**src/sha_pkg.sv**
```systemverilog
// SHA-256 stream hasher package: FSM state type, controller/datapath command
// and status structs, round constants and initial hash values. No dependencies.
package sha_pkg;

  typedef enum logic [2:0] {
    ST_IDLE,
    ST_LOAD,
    ST_ROUND,
    ST_ADD,
    ST_PAD,
    ST_EMIT
  } state_t;

  typedef struct packed {
    logic       buf_write;  // store in_byte at fill pointer
    logic       pad_start;  // write 0x80 at fill, clear rest of block
    logic       pad_len;    // write bit length into last 8 bytes
    logic       pad_zero;   // clear bytes 0..55 (extra length block)
    logic       load;       // working vars <= hash words
    logic       round;      // one compression round
    logic       add;        // hash words += working vars
    logic       add_bits;   // bit count += 512
    logic       restart;    // hash/count/fill back to initial
    logic       emit_shift; // step output word pointer
  } cmd_t;

  typedef struct packed {
    logic       block_full;  // fill wrapped to zero on this write
    logic       fill_ge56;
    logic       round_last;
  } status_t;

  localparam logic [7:0] PadByte = 8'h80;
  localparam logic [9:0] BlockBits = 10'd512;

  localparam logic [31:0] RoundK [64] = '{
    32'h428a2f98,32'h71374491,32'hb5c0fbcf,32'he9b5dba5,32'h3956c25b,32'h59f111f1,
    32'h923f82a4,32'hab1c5ed5,32'hd807aa98,32'h12835b01,32'h243185be,32'h550c7dc3,
    32'h72be5d74,32'h80deb1fe,32'h9bdc06a7,32'hc19bf174,32'he49b69c1,32'hefbe4786,
    32'h0fc19dc6,32'h240ca1cc,32'h2de92c6f,32'h4a7484aa,32'h5cb0a9dc,32'h76f988da,
    32'h983e5152,32'ha831c66d,32'hb00327c8,32'hbf597fc7,32'hc6e00bf3,32'hd5a79147,
    32'h06ca6351,32'h14292967,32'h27b70a85,32'h2e1b2138,32'h4d2c6dfc,32'h53380d13,
    32'h650a7354,32'h766a0abb,32'h81c2c92e,32'h92722c85,32'ha2bfe8a1,32'ha81a664b,
    32'hc24b8b70,32'hc76c51a3,32'hd192e819,32'hd6990624,32'hf40e3585,32'h106aa070,
    32'h19a4c116,32'h1e376c08,32'h2748774c,32'h34b0bcb5,32'h391c0cb3,32'h4ed8aa4a,
    32'h5b9cca4f,32'h682e6ff3,32'h748f82ee,32'h78a5636f,32'h84c87814,32'h8cc70208,
    32'h90befffa,32'ha4506ceb,32'hbef9a3f7,32'hc67178f2
  };

  localparam logic [31:0] InitHash [8] = '{
    32'h6a09e667,32'hbb67ae85,32'h3c6ef372,32'ha54ff53a,
    32'h510e527f,32'h9b05688c,32'h1f83d9ab,32'h5be0cd19
  };

endpackage

```
**src/sha_datapath.sv**
```systemverilog
// SHA-256 datapath: block buffer, schedule window, working variables, hash
// words, bit counter and digest output word selection. Uses sha_pkg.
module sha_datapath (
  input  logic             clk,
  input  logic             rst,
  input  sha_pkg::cmd_t    cmd,
  input  logic [7:0]       in_byte,
  input  logic             in_present,
  output sha_pkg::status_t status,
  output logic [31:0]      out_word,
  output logic [2:0]       out_index
);

  // block held as 16 big-endian words; byte 4*k sits in bits [31:24] of word k
  logic [31:0] blk [16];
  logic [5:0]  fill;
  logic [63:0] bit_count;
  logic [31:0] hash [8];
  logic [31:0] wv [8];
  logic [31:0] sched [16];
  logic [5:0]  rnd;
  logic [2:0]  emit_idx;

  function automatic logic [31:0] ror(input logic [31:0] x, input int n);
    ror = (x >> n) | (x << (32 - n));
  endfunction

  logic [31:0] w, w15, w2, s0, s1, t1, t2;
  logic [63:0] total;
  logic [3:0]  r4;

  always_comb begin
    r4  = rnd[3:0];
    w15 = sched[4'(r4 - 4'd15)];
    w2  = sched[4'(r4 - 4'd2)];
    s0  = ror(w15, 7) ^ ror(w15, 18) ^ (w15 >> 3);
    s1  = ror(w2, 17) ^ ror(w2, 19) ^ (w2 >> 10);
    if (rnd < 6'd16) begin
      w = blk[r4];
    end else begin
      w = s1 + sched[4'(r4 - 4'd7)] + s0 + sched[r4];
    end
    t1 = wv[7] + (ror(wv[4], 6) ^ ror(wv[4], 11) ^ ror(wv[4], 25)) +
         ((wv[4] & wv[5]) ^ (~wv[4] & wv[6])) + sha_pkg::RoundK[rnd] + w;
    t2 = (ror(wv[0], 2) ^ ror(wv[0], 13) ^ ror(wv[0], 22)) +
         ((wv[0] & wv[1]) ^ (wv[0] & wv[2]) ^ (wv[1] & wv[2]));
    total = bit_count + {55'd0, fill, 3'd0};
  end

  assign status.block_full = in_present && (fill == 6'd63);
  assign status.fill_ge56  = fill >= 6'd56;
  assign status.round_last = rnd == 6'd63;
  assign out_word  = hash[emit_idx];
  assign out_index = emit_idx;

  always_ff @(posedge clk) begin
    if (cmd.buf_write && in_present) blk[fill[5:2]][{~fill[1:0], 3'd0} +: 8] <= in_byte;
    if (cmd.pad_start) begin
      for (int i = 0; i < 16; i++) begin
        for (int j = 0; j < 4; j++) begin
          if ({4'(i), 2'(j)} == fill) blk[4'(i)][8*(3-j) +: 8] <= sha_pkg::PadByte;
          else if ({4'(i), 2'(j)} > fill) blk[4'(i)][8*(3-j) +: 8] <= 8'd0;
        end
      end
    end
    if (cmd.pad_zero) begin
      for (int i = 0; i < 14; i++) blk[4'(i)] <= 32'd0;
    end
    if (cmd.pad_len) begin
      blk[4'd14] <= total[63:32];
      blk[4'd15] <= total[31:0];
    end
    if (cmd.load) begin
      for (int i = 0; i < 8; i++) wv[i] <= hash[i];
    end
    if (cmd.round) begin
      sched[r4] <= w;
      wv[7] <= wv[6]; wv[6] <= wv[5]; wv[5] <= wv[4]; wv[4] <= wv[3] + t1;
      wv[3] <= wv[2]; wv[2] <= wv[1]; wv[1] <= wv[0]; wv[0] <= t1 + t2;
    end
  end

  always_ff @(posedge clk) begin
    if (rst || cmd.restart) begin
      for (int i = 0; i < 8; i++) hash[i] <= sha_pkg::InitHash[i];
      bit_count <= 64'd0;
      fill      <= 6'd0;
      rnd       <= 6'd0;
      emit_idx  <= 3'd0;
    end else begin
      if (cmd.buf_write && in_present) fill <= fill + 6'd1;
      if (cmd.add) begin
        for (int i = 0; i < 8; i++) hash[i] <= hash[i] + wv[i];
      end
      if (cmd.add_bits) bit_count <= bit_count + {54'd0, sha_pkg::BlockBits};
      if (cmd.round) rnd <= rnd + 6'd1;
      if (cmd.emit_shift) emit_idx <= emit_idx + 3'd1;
    end
  end

endmodule

```
**src/sha_control.sv**
```systemverilog
// SHA-256 controller FSM: sequences byte intake, compression rounds, padding
// and digest emission. Uses sha_pkg; drives sha_datapath commands.
module sha_control (
  input  logic             clk,
  input  logic             rst,
  input  logic             in_valid,
  input  logic             in_end,
  output logic             in_ready,
  input  sha_pkg::status_t status,
  output sha_pkg::cmd_t    cmd,
  output logic             out_valid,
  input  logic             out_ready,
  input  logic             out_last
);

  sha_pkg::state_t state, state_next;
  logic final_blk, final_blk_next;  // compressing the block that ends the message
  logic fin, fin_next;              // end pending after current compression
  logic len_done, len_done_next;    // length already written into block

  always_ff @(posedge clk) begin
    if (rst) begin
      state <= sha_pkg::ST_IDLE;
      final_blk <= 1'b0;
      fin <= 1'b0;
      len_done <= 1'b0;
    end else begin
      state <= state_next;
      final_blk <= final_blk_next;
      fin <= fin_next;
      len_done <= len_done_next;
    end
  end

  always_comb begin
    state_next = state;
    final_blk_next = final_blk;
    fin_next = fin;
    len_done_next = len_done;
    cmd = '0;
    in_ready = 1'b0;
    out_valid = 1'b0;
    case (state)
      sha_pkg::ST_IDLE: begin
        in_ready = 1'b1;
        if (in_valid) begin
          cmd.buf_write = 1'b1;
          if (status.block_full) begin
            fin_next = in_end;
            final_blk_next = 1'b0;
            state_next = sha_pkg::ST_LOAD;
          end else if (in_end) begin
            state_next = sha_pkg::ST_PAD;
          end
        end
      end
      sha_pkg::ST_PAD: begin
        cmd.pad_start = 1'b1;
        len_done_next = 1'b0;
        final_blk_next = !status.fill_ge56;
        state_next = sha_pkg::ST_LOAD;
      end
      sha_pkg::ST_LOAD: begin
        cmd.load = 1'b1;
        // length goes into the final block's last bytes before rounds read them
        if (final_blk && !len_done) begin
          cmd.pad_len = 1'b1;
          len_done_next = 1'b1;
        end
        state_next = sha_pkg::ST_ROUND;
      end
      sha_pkg::ST_ROUND: begin
        cmd.round = 1'b1;
        if (status.round_last) state_next = sha_pkg::ST_ADD;
      end
      sha_pkg::ST_ADD: begin
        cmd.add = 1'b1;
        if (final_blk) begin
          state_next = sha_pkg::ST_EMIT;
        end else if (fin) begin
          // full block then end: pad with fill at zero
          fin_next = 1'b0;
          cmd.add_bits = 1'b1;
          state_next = sha_pkg::ST_PAD;
        end else if (len_done || status.fill_ge56) begin
          // padding spilled: extra block of zeros plus length
          cmd.pad_zero = 1'b1;
          cmd.pad_len = 1'b1;
          len_done_next = 1'b1;
          final_blk_next = 1'b1;
          state_next = sha_pkg::ST_LOAD;
        end else begin
          cmd.add_bits = 1'b1;
          state_next = sha_pkg::ST_IDLE;
        end
      end
      sha_pkg::ST_EMIT: begin
        out_valid = 1'b1;
        if (out_ready) begin
          cmd.emit_shift = 1'b1;
          if (out_last) begin
            cmd.restart = 1'b1;
            final_blk_next = 1'b0;
            len_done_next = 1'b0;
            state_next = sha_pkg::ST_IDLE;
          end
        end
      end
      default: state_next = sha_pkg::ST_IDLE;
    endcase
  end

endmodule

```
**src/sha256_stream_hasher.sv**
```systemverilog
// Channel  | dir | tdata                         | tuser | tlast
// s_axis   | in  | [7:0] data_byte               | [0] byte_present | end_of_message
// m_axis   | out | [31:0] digest_word             | [2:0] word_index | last_word
//
// Bytes are taken one per cycle while idle; a full block is then compressed
// (load, 64 rounds of the single round unit, add). End of message adds pad plus
// one or two compressions, then eight digest words, one per cycle when not stalled.
// Input is not accepted during compression or digest output; rst is synchronous.
// Top level: joins sha_control and sha_datapath. Uses sha_pkg.
module sha256_stream_hasher (
  input  logic        clk,
  input  logic        rst,
  input  logic        s_axis_tvalid,
  output logic        s_axis_tready,
  input  logic [7:0]  s_axis_tdata,   // [7:0] data_byte
  input  logic        s_axis_tuser,   // [0] byte_present
  input  logic        s_axis_tlast,
  output logic        m_axis_tvalid,
  input  logic        m_axis_tready,
  output logic [31:0] m_axis_tdata,   // [31:0] digest_word
  output logic [2:0]  m_axis_tuser,   // [2:0] word_index
  output logic        m_axis_tlast
);

  sha_pkg::cmd_t    cmd;
  sha_pkg::status_t status;

  sha_control u_ctrl (
    .clk(clk), .rst(rst),
    .in_valid(s_axis_tvalid), .in_end(s_axis_tlast), .in_ready(s_axis_tready),
    .status(status), .cmd(cmd),
    .out_valid(m_axis_tvalid), .out_ready(m_axis_tready), .out_last(m_axis_tlast)
  );

  sha_datapath u_dp (
    .clk(clk), .rst(rst), .cmd(cmd),
    .in_byte(s_axis_tdata), .in_present(s_axis_tuser),
    .status(status), .out_word(m_axis_tdata), .out_index(m_axis_tuser)
  );

  assign m_axis_tlast = m_axis_tuser == 3'd7;

endmodule

```
**config.mk**
```make
export PLATFORM = sky130hd
export DESIGN_NAME = sha256_stream_hasher
export DESIGN_NICKNAME = d
export VERILOG_FILES = /design/src/sha_pkg.sv /design/src/sha_datapath.sv /design/src/sha_control.sv /design/src/sha256_stream_hasher.sv
export SDC_FILE = /design/constraint.sdc
export NUM_CORES = 2
export LEC_CHECK = 0
export ABC_AREA = 1
export BUFFER_PORTS_ARGS = -buffer_cell sky130_fd_sc_hd__buf_2
export CELL_PAD_IN_SITES_DETAIL_PLACEMENT = 1
export CELL_PAD_IN_SITES_GLOBAL_PLACEMENT = 1
export CORE_ASPECT_RATIO = 1.1
export CORE_UTILIZATION = 43
export DETAILED_ROUTE_END_ITERATION = 8
export PLACE_DENSITY_LB_ADDON = 0.1
export RECOVER_POWER = 100
export SYNTH_ARGS = -nofsm -noshare
export SYNTH_HDL_FRONTEND = slang
export SYNTH_HIERARCHICAL = 1
export SYNTH_SLANG_ARGS = --single-unit
```
**constraint.sdc**
```tcl
create_clock -name clk -period 14.3 [get_ports clk]
set_input_delay 0 -clock clk [delete_from_list [all_inputs] [get_ports clk]]
set_output_delay 0 -clock clk [all_outputs]
set_load 0.02 [all_outputs]
```
# Yosys cells after proc, flatten, opt, wreduce, memory -nomap -nowiden
# Memory sizes are Yosys's and may differ from the RTL's. A register that Yosys moved wholly into a read port is not among the register bits.
# Cells that the tools add are included.
# W data, S select, Z words.
[classes]
muxes = 666
div_mod_pow = 0
reduce_logical = 17
n_eq_ne = 81
n_bitwise = 173
n_lt_le_gt_ge = 67
addsub = 27
shifts = 2
multipliers = 0
[op_table]
columns = ["op", "count"]
rows = [
  ["$mux W8", 128],
  ["$mux W32", 22],
  ["$add A32 B32 Y32", 18],
  ["$mux W1", 490],
  ["$xor A32 B32 Y32", 9],
  ["$eq A6 B6 Y1 const A", 32],
  ["$gt A6 B6 Y1 const A", 32],
  ["$and A32 B32 Y32", 5],
  ["$or A1 B1 Y1", 144],
  ["$eq A5 B6 Y1 const A", 16],
  ["$gt A5 B6 Y1 const A", 16],
  ["$add A64 B10 Y64 const B", 1],
  ["$add A64 B9 Y64", 1],
  ["$eq A4 B6 Y1 const A", 8],
  ["$gt A4 B6 Y1 const A", 8],
  ["$not A32 Y32", 1],
  ["$or A10 B32 Y32", 1],
  ["$or A13 B32 Y32", 1],
  ["$or A14 B32 Y32", 1],
  ["$or A15 B32 Y32", 1],
  ["$or A19 B32 Y32", 1],
  ["$or A21 B32 Y32", 1],
  ["$or A25 B32 Y32", 1],
  ["$or A26 B32 Y32", 1],
  ["47 further kinds", 94],
]
[word_totals]
elab_cells = 1046
ramBits = 1536
mem_count = 5
out_inout_bits = 38
in_bits = 14
rom_bits = 2048
register_bits = 85
latch_bits = 0
[memory_table]
columns = ["memory", "depth", "word_bits", "read_ports", "rd_ports_with_merged_regs", "wr", "line_no", "rtl"]
rows = [
  ["(name not given)", 64, 32, 1, 0, 0, "sha_datapath.sv:44", "((wv[4] & wv[5]) ^ (~wv[4] & wv[6])) + sha_pkg::RoundK[rnd] + w;"],
  ["u_dp.blk", 16, 32, 1, 1, 16, "sha_datapath.sv:15", "logic [31:0] blk [16];"],
  ["u_dp.sched", 16, 32, 4, 1, 1, "sha_datapath.sv:20", "logic [31:0] sched [16];"],
  ["u_dp.hash", 8, 32, 9, 1, 8, "sha_datapath.sv:18", "logic [31:0] hash [8];"],
  ["u_dp.wv", 8, 32, 8, 0, 8, "sha_datapath.sv:19", "logic [31:0] wv [8];"],
]

# Depth between registers and ports, before layout
# An unclocked memory read counts as a cell.
[logic_depth]
word_depth = 12
ltp_mapped = 65
mapped_depth_nobuf = 57

# By module
# Netlist, hierarchy kept.
[modules_own_cells]
columns = ["module", "seq_area_each_um2", "n_inst", "cells_each", "area_per_inst_um2"]
rows = [
  ["sha_datapath", 43151.4, 1, 13827, 107867.2],
  ["sha_control", 120.1, 1, 87, 462.9],
  ["sha256_stream_hasher", 0.0, 1, 3, 13.8],
]

# Worst setup path before layout
# No wires, ideal clock.
[synth_path]
path_kind = "reg2reg"
start = "reg u_dp.rnd[2]"
end = "mem u_dp.wv[0][31] (data pin)"
path_buffers = 4
setup_time_ns = 0.254
t_required_ns = 14.046
slack_ns = 2.365
period_less_slack_ns = 11.935
path_stages_with_launch = 54
arrival_time_ns = 11.682
cell_sequence = "dfxtp_1 > clkbuf_1 > clkinv_1 > ha_1 > buf_2 > inv_1 > clkbuf_1 > buf_1 > nor2_1 > a31oi_1 > nand2_1 > o21ai_2 > xor2_1 > xor2_1 > fa_1 > fa_1 > ha_1 > inv_1 > [... 18 more ...] > nand2_1 > o21ai_0 > a21oi_1 > o21bai_1 > a21oi_1 > o21ai_0 > xor2_1 > fa_1 > ha_1 > inv_1 > nor3_1 > nor3b_1 > nand3b_1 > a21o_1 > nand2_1 > nand3_1 > nand3_1 > nand2_1"
[synth_rtl]
columns = ["item", "line_no", "rtl"]
rows = [
  ["start, declared", "sha_datapath.sv:21", "logic [5:0] rnd;"],
  ["start signal, assigned", "sha_datapath.sv:96", "if (cmd.round) rnd <= rnd + 6'd1;"],
  ["end, declared", "sha_datapath.sv:19", ""],
]

==> results_dict.tcl <==
set metrics [dict create \
    yosysWarnings 6 \
    synthFlopType "edfxtp_1" \
    arrival_ns 14.40 \
    cts_buffers 198 \
    hold_class "input pin to register" \
    via_count 107000 \
    drive_gt1_share_pct 4.95 \
    synth_top_area_share_pct 30.1 \
    crit_path_start_kind "register" \
    async_reset_ff_share_pct 0 \
    grt_pass1_wl_um 741000 \
    whs_path_depth 5 \
    hold-worst-slack_ns 0.141 \
    fp.dieArea_um2 254000 \
    finClkSkew_ns 0.0885 \
    post-synth-top-area-cell "edfxtp_1" \
    pre_cts_ws_ns 1.22 \
    min-delay-start "m_axis_tready" \
    worstPathRequired_ns 14.90 \
    crit_slowest_cell "clkbuf_1" \
    r2r_slack_ns 0.51 \
    tritoncts "yes" \
    port_buffers 51 \
    violations "max-capacitance violations, max-slew violations" \
    slew_violations 2258 \
    clock_latency_ns 0.91 \
    place.gp.congestion 1.00 \
    ctsHtreeMaxLevel 4 \
    die_w_um 481 \
    netlist_top_cells_count "nand2_1, o21ai_0, a21oi_1, inv_1, edfxtp_1" \
    maxCapViolCount 52 \
    grt_max_degree 178 \
    syn_area_um2 108000 \
    synth_edf_count 1085 \
    cp_max_fo 144 \
    setup_ws_ns 0.507 \
    core_area_um2 250000 \
    setup_viol 0 \
    initial_core_util_pct 43.4 \
    synth_cell_types 69 \
    outcome "complete, but fails checks" \
    tns_ns 0 \
    wire_per_inst_um 29.9 \
    grt_pass1_vias 109000 \
    worst_slew_pin_slew_ns 7.86 \
    min_period_over_period_pct 96.5 \
    drtIter0Drc 10600 \
    path_clk_slew_ns 0.06 \
    slew_headroom_pct -424 \
    r2r_cells 37 \
    hold_viol 0 \
    syn-num-nets 14500 \
    num_io_pins 52 \
    clock_sinks 1619 \
    antenna_found_initial 7 \
    cts_setup_buffers 0 \
    netlist_instances 13900 \
    drt-vias-per-instance 6.25 \
    cts_root_buf "clkbuf_16" \
    cp_common_cell "nand2_1" \
    rows 192 \
    dp_hpwl_um 369000 \
    max_freq_ghz 0.0725 \
    synth_seq_area_share_pct 39.9 \
    gr-usage-all-layers_pct 39.3 \
    criticalPathCategory "register to register" \
    drt_first_pass_iters 6 \
    clockBufferDepth 4 \
    area_growth_pct 9.10 \
    cp-end-kind "register" \
    overflow 0 \
    max_stage_delay_ns 2.39 \
    synth.most_common_cell "nand2_1" \
    die_y_um 528 \
    fillers 30300 \
    avgSynthCellArea_um2 7.79 \
    wl_um 512000 \
    fin_crit_ns 13.79 \
    final_antenna_net_count 0 \
    rsz0062_at_grt "false" \
    ys_top_cells_by_area "edfxtp_1, dfxtp_1, o21ai_0, nand2_1, a21oi_1" \
    nets 14300 \
    drc 0 \
    reg2reg_to "u_dp/wv[0][31]$_DFFE_PP_" \
    ys_seq_elements 1619 \
]
## metal layers
| metal | vias to the layer above | part of all wire, % | GRT usage, % |
|---|---|---|---|
| met4 | 6 | 7.9 | 26.8 |
| met1 | 53400 | 39 | 48.4 |
| met5 | - | 0.0074 | 0 |
| met3 | 1423 | 7.1 | 5.58 |
| li1 | 47500 | - | - |
| met2 | 4730 | 46 | 63.9 |
## kinds of logic (layout without fill, tap and decap cells)
kind of cell	count (synthesis)	in the layout	share of synthesized area (%)
flip-flops	1619	1619	39.9
multiplexers	6	6	0.0600
AND/OR/NAND/NOR	4427	4427	16.8
buffers and inverters	2331	2241	8.40
other	0	4	0
XOR/XNOR	341	341	2.76
adder cells (fa/ha/maj)	636	636	8.63
AO/OA/AOI/OAI	4557	4557	23.4
## worst max path at each step
stage | from | to | slack [ns] | cells after the start
after CTS | u_dp/rnd[0]$_SDFFE_PP0P_ | u_dp/wv[0][31]$_DFFE_PP_ | 1.19 | 46
after detailed placement | u_dp/rnd[0]$_SDFFE_PP0P_ | u_dp/wv[0][31]$_DFFE_PP_ | 1.22 | 48
after floorplan | u_dp/rnd[2]$_SDFFE_PP0P_ | u_dp/wv[0][31]$_DFFE_PP_ | 2.36 | 53
final | register | u_dp/wv[0][31]$_DFFE_PP_ | 0.51 | 37
after global routing | u_dp/rnd[0]$_SDFFE_PP0P_ | u_dp/wv[0][30]$_DFFE_PP_ | 0.17 | 45
after global placement | u_dp/rnd[0]$_SDFFE_PP0P_ | u_dp/wv[0][26]$_DFFE_PP_ | 1.41 | 51
## state kept, by name (all words and copies together) (netlist names), 6 cells and up, named ones only
register and count:
u_dp/fill 6, u_dp/sched 512, u_dp/wv 256, u_dp/bit_count 55, u_dp/rnd 6, u_dp/hash 256
u_dp/blk 512
## cell type report
class	instances	area, um^2	area share [%]
Timing Repair Buffer	305	2150	1.82
Clock buffer	255	5420	4.58
Multi-Input combinational cell	9967	56200	47.6
Sequential cell	1619	43300	36.6
Inverter	1589	6000	5.07
Tap cell	3298	4130	3.49
Clock inverter	92	985	0.833
Antenna cell	4	10.0	0.00847
## critical path: cells and delay by family (launching register included)
| family | cells | cell delay, ns |
|---|---|---|
| xor+xnor | 1 | 0.72 |
| compound gates | 13 | 3.42 |
| buf+inv | 6 | 4.73 |
| flops | 1 | 0.75 |
| simple gates | 11 | 1.22 |
| fa+ha+maj | 6 | 2.34 |
## metrics by stage
step	std cells	util, %	cell area [um^2]
after floorplan	13900	-	108000
after global placement	16800	44.9	112000
after detailed placement	16800	44.9	112000
after CTS	17100	47.5	119000
after global routing	17100	47.4	118000
final	17100	47.4	118000
## cell usage in the layout, fill, tap and decap left out, types with 23 or more instances in the layout
master / count
o221ai_1: 155
clkinv_1: 38
xnor2_1: 159
o21ai_1: 53
clkinv_2: 35
nor2_1: 1019
inv_1: 1553
dfxtp_1: 526
a22oi_1: 25
buf_4: 151
xor2_1: 182
clkbuf_1: 136
nand2_1: 2380
a31oi_1: 110
nand3_1: 681
a21o_1: 49
nand4_1: 55
o22ai_1: 92
ha_1: 409
a211oi_1: 31
edfxtp_1: 1085
o31ai_1: 23
nor4_1: 27
o211ai_1: 180
clkbuf_16: 203
or2_2: 81
nor3_1: 104
a221oi_1: 67
o21a_1: 80
fa_1: 195
maj3_1: 28
a21oi_1: 1746
o21ai_0: 1806
o21bai_1: 35
## what timing repair did
action,in CTS,in global routing
hold buffers,20,0
hold endpoints to repair,390,0
gates resized for setup,0,0
Power is not shown: default switching activity piles up to over one toggle a cycle in this logic, so the estimate is an artifact.
